==> config.mk <==
export PLATFORM = sky130hd
export DESIGN_NAME = rgb_to_hsv_convert
export DESIGN_NICKNAME = d
export VERILOG_FILES = /design/src/rtl/core/rth_pkg.sv /design/src/rtl/core/rth_prep.sv /design/src/rtl/core/rth_div.sv /design/src/rtl/core/rth_post.sv /design/src/rtl/core/rgb_to_hsv_convert.sv
export SDC_FILE = /design/constraint.sdc
export NUM_CORES = 2
export LEC_CHECK = 0
export BUFFER_PORTS_ARGS = -buffer_cell sky130_fd_sc_hd__buf_2
export CAP_MARGIN = 20
export CORE_UTILIZATION = 30
export CTS_CLUSTER_SIZE = 28
export DETAILED_ROUTE_END_ITERATION = 8
export PLACE_DENSITY_LB_ADDON = 0.2
export REMOVE_ABC_BUFFERS = 1
export SLEW_MARGIN = 20
export SYNTH_ARGS = -nofsm -noshare
export SYNTH_HDL_FRONTEND = slang
export SYNTH_SLANG_ARGS = --single-unit
==> constraint.sdc <==
create_clock -name clk -period 4.25 [get_ports clk]
set_input_delay 0.6375 -clock clk [delete_from_list [all_inputs] [get_ports clk]]
set_output_delay 0.6375 -clock clk [all_outputs]
set_load 0.03 [all_outputs]
==> src/rtl/core/rth_pkg.sv <==
// Shared types and constants for the RGB to HSV converter.
// No dependencies; imported by every module of the block.
`timescale 1ns / 1ps

package rth_pkg;

	// Which channel is largest, ties resolved red, then green, then blue.
	typedef enum logic [1:0] {
		SEC_RED = 2'd0,
		SEC_GRN = 2'd1,
		SEC_BLU = 2'd2
	} sec_t;

	// Hue sector geometry in whole degrees.
	localparam int DEG_SECTOR = 60;
	localparam int DEG_GRN    = 120;
	localparam int DEG_BLU    = 240;
	localparam int DEG_FULL   = 360;

	// Channel and result field widths.
	localparam int CH_W  = 8;
	localparam int HUE_W = 15;
	localparam int SAT_W = 13;

	// Sideband that travels with the hue quotient.
	typedef struct packed {
		sec_t sector;
		logic neg;
		logic grey;
	} hue_side_t;

endpackage

==> src/rtl/core/rth_prep.sv <==
// Front end of the converter: max/min, chroma, sector and the two dividends.
// Two register stages. Depends on rth_pkg.
`timescale 1ns / 1ps

module rth_prep import rth_pkg::*; #(
	parameter int HUE_FRAC_BITS = 6,
	parameter int SAT_FRAC_BITS = 12,
	parameter int QW            = 13
) (
	input  logic                clk,
	input  logic                arst_n,
	input  logic                vld,
	input  logic [CH_W-1:0]     red,
	input  logic [CH_W-1:0]     green,
	input  logic [CH_W-1:0]     blue,
	output logic                res_vld,
	output logic [QW+CH_W-1:0]  hue_num,
	output logic [CH_W-1:0]     hue_den,
	output logic [QW+CH_W-1:0]  sat_num,
	output logic [CH_W-1:0]     sat_den,
	output hue_side_t           side
);

	localparam int NW = QW + CH_W;
	localparam int PW = CH_W + 6;

	logic [CH_W-1:0] mx, mn;
	sec_t            sector;
	logic [CH_W:0]   diff;
	logic [CH_W:0]   diff_neg;

	logic            vld_s1;
	logic [CH_W-1:0] abs_s1;
	logic            neg_s1;
	sec_t            sector_s1;
	logic [CH_W-1:0] chroma_s1;
	logic [CH_W-1:0] mx_s1;

	logic            vld_s2;
	logic [NW-1:0]   hue_num_s2;
	logic [NW-1:0]   sat_num_s2;
	logic [CH_W-1:0] chroma_s2;
	logic [CH_W-1:0] mx_s2;
	hue_side_t       side_s2;

	logic [PW-1:0]   prod;
	logic [NW-1:0]   hue_base;

	always_comb begin
		mx = red;
		if (green > mx) mx = green;
		if (blue > mx) mx = blue;
		mn = red;
		if (green < mn) mn = green;
		if (blue < mn) mn = blue;

		if (mx == red) begin
			sector = SEC_RED;
			diff   = {1'b0, green} - {1'b0, blue};
		end else if (mx == green) begin
			sector = SEC_GRN;
			diff   = {1'b0, blue} - {1'b0, red};
		end else begin
			sector = SEC_BLU;
			diff   = {1'b0, red} - {1'b0, green};
		end
		diff_neg = '0 - diff;
	end

	always_ff @(posedge clk or negedge arst_n) begin
		if (!arst_n) begin
			vld_s1 <= 1'b0;
			vld_s2 <= 1'b0;
		end else begin
			vld_s1 <= vld;
			vld_s2 <= vld_s1;
		end
	end

	always_ff @(posedge clk) begin
		abs_s1    <= diff[CH_W] ? diff_neg[CH_W-1:0] : diff[CH_W-1:0];
		neg_s1    <= diff[CH_W];
		sector_s1 <= sector;
		chroma_s1 <= mx - mn;
		mx_s1     <= mx;
	end

	// A negative offset needs the ceiling of its magnitude over chroma, so
	// chroma minus one is added to the dividend before the floor division.
	assign prod     = PW'(abs_s1) * PW'(DEG_SECTOR);
	assign hue_base = NW'(prod) << HUE_FRAC_BITS;

	always_ff @(posedge clk) begin
		hue_num_s2     <= neg_s1 ? hue_base + NW'(chroma_s1) - NW'(1) : hue_base;
		sat_num_s2     <= NW'(chroma_s1) << SAT_FRAC_BITS;
		chroma_s2      <= chroma_s1;
		mx_s2          <= mx_s1;
		side_s2.sector <= sector_s1;
		side_s2.neg    <= neg_s1;
		side_s2.grey   <= (chroma_s1 == '0);
	end

	assign res_vld = vld_s2;
	assign hue_num = hue_num_s2;
	assign hue_den = chroma_s2;
	assign sat_num = sat_num_s2;
	assign sat_den = mx_s2;
	assign side    = side_s2;

endmodule

==> src/rtl/core/rth_div.sv <==
// Pipelined restoring divider, one quotient bit per register stage.
// The dividend must be below den * 2^QW. Depends on rth_pkg.
`timescale 1ns / 1ps

module rth_div import rth_pkg::*; #(
	parameter int QW = 13,
	parameter int TW = 4
) (
	input  logic               clk,
	input  logic               arst_n,
	input  logic               vld,
	input  logic [QW+CH_W-1:0] num,
	input  logic [CH_W-1:0]    den,
	input  logic [TW-1:0]      tag,
	output logic               res_vld,
	output logic [QW-1:0]      quo,
	output logic [TW-1:0]      res_tag
);

	localparam int NW = QW + CH_W;

	logic [NW-1:0]   rem_in [QW];
	logic [QW-1:0]   quo_in [QW];
	logic [CH_W-1:0] den_in [QW];
	logic [TW-1:0]   tag_in [QW];
	logic [NW:0]     trial  [QW];

	logic [NW-1:0]   rem_s [1:QW-1];
	logic [QW-1:0]   quo_s [1:QW];
	logic [CH_W-1:0] den_s [1:QW-1];
	logic [TW-1:0]   tag_s [1:QW];
	logic            vld_s [1:QW];

	always_comb begin
		rem_in[0] = num;
		quo_in[0] = '0;
		den_in[0] = den;
		tag_in[0] = tag;
		for (int i = 1; i < QW; i++) begin
			rem_in[i] = rem_s[i];
			quo_in[i] = quo_s[i];
			den_in[i] = den_s[i];
			tag_in[i] = tag_s[i];
		end
		// Stage i decides quotient bit QW-1-i.
		for (int i = 0; i < QW; i++) begin
			trial[i] = {1'b0, rem_in[i]} - ((NW+1)'(den_in[i]) << (QW - 1 - i));
		end
	end

	always_ff @(posedge clk or negedge arst_n) begin
		if (!arst_n) begin
			for (int i = 1; i <= QW; i++) vld_s[i] <= 1'b0;
		end else begin
			vld_s[1] <= vld;
			for (int i = 2; i <= QW; i++) vld_s[i] <= vld_s[i-1];
		end
	end

	always_ff @(posedge clk) begin
		for (int i = 0; i < QW; i++) begin
			if (i < QW - 1) begin
				rem_s[i+1] <= trial[i][NW] ? rem_in[i] : trial[i][NW-1:0];
				den_s[i+1] <= den_in[i];
			end
			quo_s[i+1] <= quo_in[i] | (trial[i][NW] ? '0 : (QW'(1) << (QW - 1 - i)));
			tag_s[i+1] <= tag_in[i];
		end
	end

	assign res_vld = vld_s[QW];
	assign quo     = quo_s[QW];
	assign res_tag = tag_s[QW];

endmodule

==> src/rtl/core/rth_post.sv <==
// Back end of the converter: places the hue offset in its sector, wraps
// negative hue, forces the grey and black cases. Depends on rth_pkg.
`timescale 1ns / 1ps

module rth_post import rth_pkg::*; #(
	parameter int HUE_FRAC_BITS = 6,
	parameter int SAT_FRAC_BITS = 12,
	parameter int QW            = 13
) (
	input  logic             clk,
	input  logic             arst_n,
	input  logic             hue_vld,
	input  logic             sat_vld,
	input  logic [QW-1:0]    hue_quo,
	input  logic [QW-1:0]    sat_quo,
	input  hue_side_t        side,
	input  logic [CH_W-1:0]  val,
	output logic             done,
	output logic [HUE_W-1:0] hue,
	output logic [SAT_W-1:0] sat,
	output logic [CH_W-1:0]  value
);

	localparam int HQB = 6 + HUE_FRAC_BITS;
	localparam int HWW = 9 + HUE_FRAC_BITS;
	localparam int HXW = (HWW > HUE_W) ? HWW : HUE_W;
	localparam int SQB = SAT_FRAC_BITS + 1;
	localparam int SXW = (SQB > SAT_W) ? SQB : SAT_W;

	logic [HWW-1:0] hq;
	logic [HWW-1:0] base;
	logic [HWW-1:0] hue_w;
	logic [HXW-1:0] hue_x;
	logic [SXW-1:0] sat_x;

	logic             done_q;
	logic [HUE_W-1:0] hue_q;
	logic [SAT_W-1:0] sat_q;
	logic [CH_W-1:0]  val_q;

	assign hq = HWW'(hue_quo[HQB-1:0]);

	always_comb begin
		case (side.sector)
			SEC_RED: base = side.neg ? (HWW'(DEG_FULL) << HUE_FRAC_BITS) : '0;
			SEC_GRN: base = HWW'(DEG_GRN) << HUE_FRAC_BITS;
			SEC_BLU: base = HWW'(DEG_BLU) << HUE_FRAC_BITS;
			default: base = '0;
		endcase
		if (side.grey) begin
			hue_w = '0;
		end else if (side.neg) begin
			hue_w = base - hq;
		end else begin
			hue_w = base + hq;
		end
		hue_x = HXW'(hue_w);
		sat_x = (val == '0) ? '0 : SXW'(sat_quo[SQB-1:0]);
	end

	always_ff @(posedge clk or negedge arst_n) begin
		if (!arst_n) begin
			done_q <= 1'b0;
		end else begin
			done_q <= hue_vld & sat_vld;
		end
	end

	always_ff @(posedge clk) begin
		hue_q <= hue_x[HUE_W-1:0];
		sat_q <= sat_x[SAT_W-1:0];
		val_q <= val;
	end

	assign done  = done_q;
	assign hue   = hue_q;
	assign sat   = sat_q;
	assign value = val_q;

endmodule

==> src/rtl/core/rgb_to_hsv_convert.sv <==
// Top level of the RGB to HSV converter: front end, two pipelined dividers
// and back end. Depends on rth_pkg, rth_prep, rth_div and rth_post.
//
// Usage: drive red_in, green_in and blue_in and raise start for one cycle per
// pixel; a beat is taken at every rising edge with start high. busy is always
// low, so a new pixel may be presented in every cycle.
// Each result beat appears on hue_out, sat_out and val_out for exactly one
// cycle with done high, in the order the pixels went in.
// The path runs through two front-end stages, QW stages of the hue and
// saturation dividers side by side (one quotient bit each), and one output
// stage, where QW = max(HUE_FRAC_BITS + 6, SAT_FRAC_BITS + 1) is the
// number of divider stages.
// Throughput is one pixel per cycle, set by the fully pipelined dividers.
// Reset clears every valid bit at once; no beat comes out until a pixel has
// gone in after reset. There is no back pressure from the receiver, so no
// beat is ever held or dropped inside the block.
`timescale 1ns / 1ps

module rgb_to_hsv_convert import rth_pkg::*; #(
	parameter int HUE_FRAC_BITS = 6,
	parameter int SAT_FRAC_BITS = 12
) (
	input  logic             clk,
	input  logic             arst_n,
	input  logic             start,
	output logic             busy,
	input  logic [CH_W-1:0]  red_in,
	input  logic [CH_W-1:0]  green_in,
	input  logic [CH_W-1:0]  blue_in,
	output logic             done,
	output logic [HUE_W-1:0] hue_out,
	output logic [SAT_W-1:0] sat_out,
	output logic [CH_W-1:0]  val_out
);

	localparam int HQ  = HUE_FRAC_BITS + 6;
	localparam int SQ  = SAT_FRAC_BITS + 1;
	localparam int QW  = (HQ > SQ) ? HQ : SQ;
	localparam int NW  = QW + CH_W;
	localparam int LAT = QW + 3;
	localparam int SDW = $bits(hue_side_t);

	logic            pre_vld;
	logic [NW-1:0]   hue_num, sat_num;
	logic [CH_W-1:0] hue_den, sat_den;
	hue_side_t       pre_side;

	logic            hue_vld, sat_vld;
	logic [QW-1:0]   hue_quo, sat_quo;
	logic [SDW-1:0]  hue_tag;
	logic [CH_W-1:0] val_tag;

	assign busy = 1'b0;

	rth_prep #(
		.HUE_FRAC_BITS(HUE_FRAC_BITS),
		.SAT_FRAC_BITS(SAT_FRAC_BITS),
		.QW(QW)
	) u_prep (
		.clk(clk),
		.arst_n(arst_n),
		.vld(start & ~busy),
		.red(red_in),
		.green(green_in),
		.blue(blue_in),
		.res_vld(pre_vld),
		.hue_num(hue_num),
		.hue_den(hue_den),
		.sat_num(sat_num),
		.sat_den(sat_den),
		.side(pre_side)
	);

	rth_div #(.QW(QW), .TW(SDW)) u_hue_div (
		.clk(clk),
		.arst_n(arst_n),
		.vld(pre_vld),
		.num(hue_num),
		.den(hue_den),
		.tag(pre_side),
		.res_vld(hue_vld),
		.quo(hue_quo),
		.res_tag(hue_tag)
	);

	// The saturation divider carries the value channel as its sideband.
	rth_div #(.QW(QW), .TW(CH_W)) u_sat_div (
		.clk(clk),
		.arst_n(arst_n),
		.vld(pre_vld),
		.num(sat_num),
		.den(sat_den),
		.tag(sat_den),
		.res_vld(sat_vld),
		.quo(sat_quo),
		.res_tag(val_tag)
	);

	rth_post #(
		.HUE_FRAC_BITS(HUE_FRAC_BITS),
		.SAT_FRAC_BITS(SAT_FRAC_BITS),
		.QW(QW)
	) u_post (
		.clk(clk),
		.arst_n(arst_n),
		.hue_vld(hue_vld),
		.sat_vld(sat_vld),
		.hue_quo(hue_quo),
		.sat_quo(sat_quo),
		.side(hue_side_t'(hue_tag)),
		.val(val_tag),
		.done(done),
		.hue(hue_out),
		.sat(sat_out),
		.value(val_out)
	);

`ifndef ASSERT_OFF
	// Both divider lanes must stay in lockstep.
	a_lanes_aligned: assert property (@(posedge clk) disable iff (!arst_n)
		hue_vld == sat_vld)
		else $error("hue and saturation dividers out of step");

	// Every accepted pixel produces its result after the fixed latency.
	a_latency: assert property (@(posedge clk) disable iff (!arst_n)
		(start && !busy) |-> ##LAT done)
		else $error("result beat missing at expected latency");

	// A result beat always traces back to an accepted pixel.
	a_no_phantom: assert property (@(posedge clk) disable iff (!arst_n)
		done |-> $past(start && !busy, LAT))
		else $error("result beat without an accepted pixel");

	// A black pixel has zero saturation and zero hue.
	a_black: assert property (@(posedge clk) disable iff (!arst_n)
		(done && val_out == '0) |-> (sat_out == '0 && hue_out == '0))
		else $error("black pixel with nonzero hue or saturation");
`endif

endmodule
==> Yosys cells after proc, flatten, opt, wreduce, memory -nomap -nowiden <==
Memories as Yosys holds them, arrays and structs flattened. A register that Yosys moved wholly into a read port is not among the register bits.
Cells that the tools add are included.
Widths: inputs -> output; s select.
{ "word_totals": {"register_bits": 107, "memories": 8, "ramBits": 1190, "input_bits": 27, "wordCells": 171, "output_inout_bits": 38} }
{ "op_classes": {"mul": 1, "bitwise": 24, "order_cmp": 4, "mux": 62, "reduce_logical": 3, "n_eq_ne": 4, "addsub": 35} }
{ "mem_list": {"columns": ["name", "depth", "word_bits", "rd", "rd_clocked_by_memory_dff", "wr", "line_no", "rtl"], "rows": [
  ["u_hue_div.rem_s", 12, 21, 12, 0, 12, "rth_div.sv:28", "logic [NW-1:0] rem_s [1:QW-1];"],
  ["u_sat_div.rem_s", 12, 21, 12, 0, 12, "rth_div.sv:28", null],
  ["u_hue_div.quo_s", 13, 13, 13, 0, 13, "rth_div.sv:29", "logic [QW-1:0] quo_s [1:QW];"],
  ["u_sat_div.quo_s", 13, 13, 13, 1, 13, "rth_div.sv:29", null],
  ["u_sat_div.tag_s", 13, 8, 13, 0, 13, "rth_div.sv:31", "logic [TW-1:0] tag_s [1:QW];"],
  ["u_hue_div.den_s", 12, 8, 12, 0, 12, "rth_div.sv:30", "logic [CH_W-1:0] den_s [1:QW-1];"],
  ["2 more memories", null, null, null, null, null, null, null]
]} }
{ "ops": {"columns": ["op", "n"], "rows": [
  ["$mux 21", 24],
  ["$or 13x13->13", 14],
  ["$mux 8", 7],
  ["$pmux 15 s3", 1],
  ["$sub 21x10->22", 2],
  ["$sub 21x11->22", 2],
  ["$sub 21x12->22", 2],
  ["$sub 21x13->22", 2],
  ["$sub 21x14->22", 2],
  ["$sub 21x15->22", 2],
  ["$sub 21x16->22", 2],
  ["$sub 21x17->22", 2],
  ["$sub 21x18->22", 2],
  ["$sub 21x19->22", 2],
  ["$sub 21x8->22", 2],
  ["$sub 21x9->22", 2],
  ["$mux 9", 4],
  ["$mux 15", 2],
  ["$sub 8x8->9", 3],
  ["$mux 13", 2],
  ["$or 13x1->13", 2],
  ["$or 13x2->13", 2],
  ["$or 13x3->13", 2],
  ["$or 13x4->13", 2],
  ["28 further kinds", 44]
]} }

==> Depth between registers and ports, before layout <==
{ "depth": {"ltp_word": 9, "ltp_mapped": 30, "depth_no_buf": 28} }

==> Modules after synthesis <==
Synthesis repeated with hierarchy kept, for this count alone.
{ "unflattened": {"hier_cells": 4005, "hier_area_um2": 43221.5} }
{ "by_module_without_submodules": {"columns": ["module", "area_each_um2", "seq_area_each_um2", "cells_per_inst", "n_inst"], "rows": [
  ["rth_div at u_sat_div", 18532.8, 11195.7, 1634, 1],
  ["rth_div at u_hue_div", 17491.8, 10154.7, 1582, 1],
  ["rth_prep", 5272.6, 1411.4, 577, 1],
  ["rth_post", 1913.1, 745.7, 210, 1],
  ["rgb_to_hsv_convert", 11.3, 0.0, 2, 1]
]} }

==> Worst setup path before layout <==
Ideal clock, no wire load.
{ "synth_path": {"kind": "in2reg", "start": "input green_in[6]", "end": "register u_prep.chroma_s1[7]", "slack_ps": -944, "required_time_ps": 4129, "path_buffers": 4, "t_arrival_ps": 5073, "stages": 28, "setup_ps": 121, "path_cell_list": "inv_1 > ha_1 > a21oi_1 > o221ai_1 > or2_1 > buf_6 > clkbuf_1 > o31ai_1 > clkbuf_1 > a21oi_1 > ha_1 > o21a_1 > o21a_1 > o21a_1 > o21ai_0 > a21oi_1 > clkbuf_1 > o21ai_0 > ha_1 > inv_1 > o21ai_0 > a21oi_1 > nor2_1 > o21ai_0 > nand2b_1 > a21oi_1 > xnor2_1 > xnor2_1"} }
{ "synth_via": {"elab_chain_cells": 5, "word_cells_on_any_way": 9, "classes_between": "add/sub (1); order compare (4); mux (4)"} }
{ "synth_lines": {"columns": ["item", "line_no", "rtl"], "rows": [
  ["start, declared", "rgb_to_hsv_convert.sv:28", "input logic [CH_W-1:0] green_in,"],
  ["$gt 8x8->1 or $lt 8x8->1 (tied branches)", "rth_prep.sv:51, rth_prep.sv:54", null],
  ["$mux 8, on equally long branches", "rth_prep.sv:51, rth_prep.sv:54", null],
  ["$gt 8x8->1 or $lt 8x8->1 (tied branches)", "rth_prep.sv:52, rth_prep.sv:55", null],
  ["$mux 8, on equally long branches", "rth_prep.sv:52, rth_prep.sv:55", null],
  ["$sub 8x8->8 (*)", "rth_prep.sv:84", "chroma_s1 <= mx - mn;"],
  ["end signal, assigned", "rth_prep.sv:84", null],
  ["end, declared", "rth_prep.sv:36", "logic [CH_W-1:0] chroma_s1;"]
]} }
Mark *: on every way between the ends. The rest lies on a longest branch, timed or not.
A chain may end at the register's enable or synchronous reset.

==> Final worst setup path <==
{ "layout_path": {"start": "input green_in[6]", "end": "register u_prep.abs_s1[7]"} }
{ "layout_via": {"elab_chain_cells": 9, "word_cells_on_any_way": 12, "classes_between": "add/sub (3); order compare (2); eq/ne (2); mux (5)"} }
{ "layout_lines": {"columns": ["item", "line_no", "rtl"], "rows": [
  ["$gt 8x8->1", "rth_prep.sv:51", "if (green > mx) mx = green;"],
  ["$mux 8", "rth_prep.sv:51", null],
  ["$gt 8x8->1", "rth_prep.sv:52", "if (blue > mx) mx = blue;"],
  ["$mux 8", "rth_prep.sv:52", null],
  ["$eq 8x8->1", "rth_prep.sv:60", "end else if (mx == green) begin"],
  ["$mux 9", "rth_prep.sv:60", null],
  ["$mux 9 (*)", "rth_prep.sv:57", "if (mx == red) begin"],
  ["$sub 1x8->8", "rth_prep.sv:67", "diff_neg = '0 - diff;"],
  ["$mux 8 (*)", "rth_prep.sv:81", "abs_s1 <= diff[CH_W] ? diff_neg[CH_W-1:0] : diff[CH_W-1:0];"],
  ["end signal, assigned", "rth_prep.sv:81", null],
  ["end, declared", "rth_prep.sv:33", "logic [CH_W-1:0] abs_s1;"]
]} }
Marked as above.

==> metrics <==
multi-input logic area 16,200 µm²; run status finished clean; largest net degree at the start of global routing 20; total CTS buffers 108; endpoints failing hold 0; Overflow after GRT 0; CP max FO 7; number of vias per cell 4.22; routability cong. 0.880; nets 4,217; Routed WL per cell 12.0 µm; Filler cells 12,200; # diodes 0; Max Cap Violations 0; Worst Hold Class reg -> reg; Initial DRC Count 869; die area 124,000 µm²; clock-pin slew on the worst setup and hold paths 0.06 ns; data arrival time of the worst path 4.74 ns; Finished Layout Cells 5,598; crit share post-route 97.6%; HPWL Detailed 50.7 mm; Via Count 23,600; CP max stage cell or2_1; DRT antenna net count 0; leak pwr 20.0 nW; Worst setup EP type flip-flop; synth warn 0; Slew Limit Fails 0; async set-reset flop share out of synthesis 1.66%; Initial Util 30.2%; CTS root buf clkbuf_16; CP Class in -> reg; pwr/cell area 932 nW/µm²; clk_lat worst skew 0.71 ns; Remaining DRCs 0; first-pass GRT wire length 113 mm; Seq/Total Area, Yosys 52.7%; Clock Sinks 966; peak supply drop 409 µV; sequential cell area 19,400 µm²; Die Height 352 µm; # IOs 65; placed instance count 5,375; Req. time, crit path 4.84 ns; drt first pass iters 7; CP Cell Sequence buf_8 > inv_4 > ha_4 > a21oi_2 > o221ai_2 > or2_1 > buf_6 > a21oi_4 > ha_4 > a211oi_2 > nor2_2 > nor3_2 > o211ai_2 > buf_6 > buf_12 > nand4_1 > nand3_2 > and4bb_4 > buf_6 > and3_4 > o31ai_4 > nor3b_4 > a41oi_2 > xor2_1; Core Rows 128; DRT Wirelength 67.4 mm; Crit path top cell by count buf_6; synthesized instance count 3,611; CTS HTree Levels 3; ratio of cells with drive above 1 in the final layout 13.0%; unrepaired setup endpoints after global routing yes; fmax 0.241 GHz; core area 122,000 µm²; post-layout util 36.5%; CTS tree built; area delta synth->final 20.8%; Yosys reg bits 966; min cycle time layout 4.15 ns; Clock Skew 0.0437 ns; crit start category input pin; Syn Std Cell Area 36,800 µm²; setup TNS 0 ns; vias in the first global route 23,600; CP max stage delay 0.29 ns; CTS Buffer Depth 3; GRT Total Usage 10.9%; Post-synth top flop dfxtp_1; number of enable flip-flop cells after synthesis 0; Slew headroom 46.1%; Worst-Margin Slew 0.807 ns; syn_area_per_cell 10.2 µm²; final setup fails 0; Die Wd 352 µm; library cells used by synthesis 85; PortBufs 63; initial antenna violation count 1
==> worst paths after layout <==
check | startpoint | endpoint | slack, ns | cells past startpoint
worst max-delay path | green_in[6] | u_prep.abs_s1[7] | 0.10 | 24
worst min-delay path | u_sat_div.quo_s[10][8] | u_sat_div.quo_s[11][8] | 0.28 | 0
worst max register to register | u_hue_div.rem_s[2][64] | u_hue_div.rem_s[3][20] | 0.42 | 16
worst min register to register | u_sat_div.quo_s[10][8] | u_sat_div.quo_s[11][8] | 0.28 | 0
max in group asynchronous | arst_n | u_hue_div.vld_s[1] | 3.62 | 2
min in group asynchronous | arst_n | u_hue_div.vld_s[7] | 0.37 | 2
==> where the power goes <==
group	internal, mW	leakage, nW	switching (mW)	total, mW
combinational	7.96	9.92	8.43	16.4
clock	6.00	1.90	3.78	9.78
sequential	13.1	8.13	2.21	15.3
total	27.0	20.0	14.4	41.5
==> metrics by stage <==
stage	setup WS (ns)	hold WS [ns]	area [µm²]	power, mW
after global placement	-1.01	0.310	39900	31.6
after CTS	0.00553	0.282	44000	42.1
final	0.102	0.282	44500	41.5
after detailed placement	-1.09	0.312	39900	31.9
after floorplan	-1.52	0.310	36500	27.9
after global routing	-0.0438	0.289	44500	45.4
==> Yosys cell counts (all sizes together), types with 6 or more instances <==
master    n  area [µm²]
o21a      7        53.8
nor3b     6        50.1
nor4b     7        61.3
o31ai    35         305
or4      15         113
mux2     10         113
nand3    34         175
nor2    266        1000
inv     354        1330
fa       41         821
a31oi     8        50.1
nor4     38         253
nand4    15        93.8
buf      17         139
or3      21         131
o22ai     9        62.6
nand2   206         776
a211o     7        61.3
a21o    118         887
a211oi   12         100
nor2b    64         400
a21oi   232        1170
dfrtp    16         400
o21ai   172         861
nand2b   96         601
ha      267        3340
and2     45         284
nand3b   12        90.1
xnor2   179        1570
a21boi   10        75.1
xor2    119        1040
clkbuf   44         165
and3     18         115
mux2i    10         104
nor3     83         415
dfxtp   950       19000
o21bai   26         195
==> per-layer routing <==
layer  wire length [µm]  vias to the layer above  track usage (%)
met5                  0                        -                0
met4               2430                        0             5.18
met3               2540                      162             2.39
met2              31800                      278             18.6
met1              30600                    10600             12.9
li1                   -                    12600                -
==> what timing repair did <==
action,4_1_cts,5_1_grt
cloned,0,3
buffers inserted,5,13
endpoints found under the setup margin,10,12
gates resized for setup,25,90
endpoints found under the hold margin,17,0
hold buffers,2,0
pin swaps,14,42
==> critical path, delay by kind of cell <==
kind | cells | cell delay [ns]
buffers and inverters | 6 | 0.76
AOI/OAI and AO/OA | 7 | 1.27
xor gates and xnor gates | 1 | 0.16
and+or+nand+nor | 8 | 1.46
adders and majority gates | 2 | 0.44
==> state kept, by name, indices dropped and copies added, names as in the netlist, 4 cells and up <==
name	cells
u_post.hue	15
u_hue_div.den_s	96
u_prep.sat_den	8
u_prep.hue_num	21
u_sat_div.den_s	95
u_hue_div.quo_s	78
u_prep.abs_s1	8
u_post.value	8
u_sat_div.tag_s	9
u_post.sat	13
u_prep.chroma_s1	8
u_prep.side	4
u_sat_div.quo_s	91
u_hue_div.tag_s	52
u_sat_div.rem_s	173
u_prep.mx_s1	8
u_prep.sat_num	8
u_hue_div.vld_s	12
u_hue_div.rem_s	252
==> final cells by class <==
cell class | count | area share [%]
clock inverter | 57 | 1.79
timing repair buffer | 221 | 3.59
clock buffer | 144 | 6.92
inverter | 354 | 2.99
sequential | 966 | 43.7
multi-input combinational | 2231 | 36.5
tap | 1625 | 4.57
==> layout by cell type, fill, tap and decap left out, drive strengths merged, types with 7 or more instances in the layout <==
| cell type | count |
|---|---|
| dfxtp | 950 |
| inv | 367 |
| ha | 267 |
| nor2 | 266 |
| a21oi | 232 |
| buf | 219 |
| nand2 | 206 |
| xnor2 | 179 |
| o21ai | 172 |
| clkbuf | 144 |
| xor2 | 119 |
| a21o | 118 |
| nand2b | 96 |
| nor3 | 83 |
| nor2b | 64 |
| and2 | 45 |
| fa | 41 |
| nor4 | 38 |
| o31ai | 35 |
| nand3 | 34 |
| o21bai | 26 |
| clkinv | 24 |
| or3 | 21 |
| and3 | 18 |
| dfrtp | 16 |
| nand4 | 15 |
| or4 | 15 |
| bufinv | 14 |
| nand3b | 12 |
| a211oi | 12 |
| mux2i | 10 |
| mux2 | 10 |
| a21boi | 10 |
| o22ai | 9 |
| a31oi | 8 |
| a211o | 7 |
| nor4b | 7 |
| o21a | 7 |
==> logic make-up (layout without fill, tap and decap cells) <==
kind of cell | Yosys count | count (layout) | synth area share (%)
AO/OA/AOI/OAI | 665 | 665 | 11.1
flip-flops | 966 | 966 | 52.7
multiplexers | 20 | 20 | 0.588
XOR/XNOR | 298 | 298 | 7.09
other | 1 | 1 | 0.0102
adder cells (fa/ha/maj) | 308 | 308 | 11.3
AND/OR/NAND/NOR | 938 | 939 | 12.7
buffers and inverters | 415 | 776 | 4.44
(Power assumes the default switching activity.)
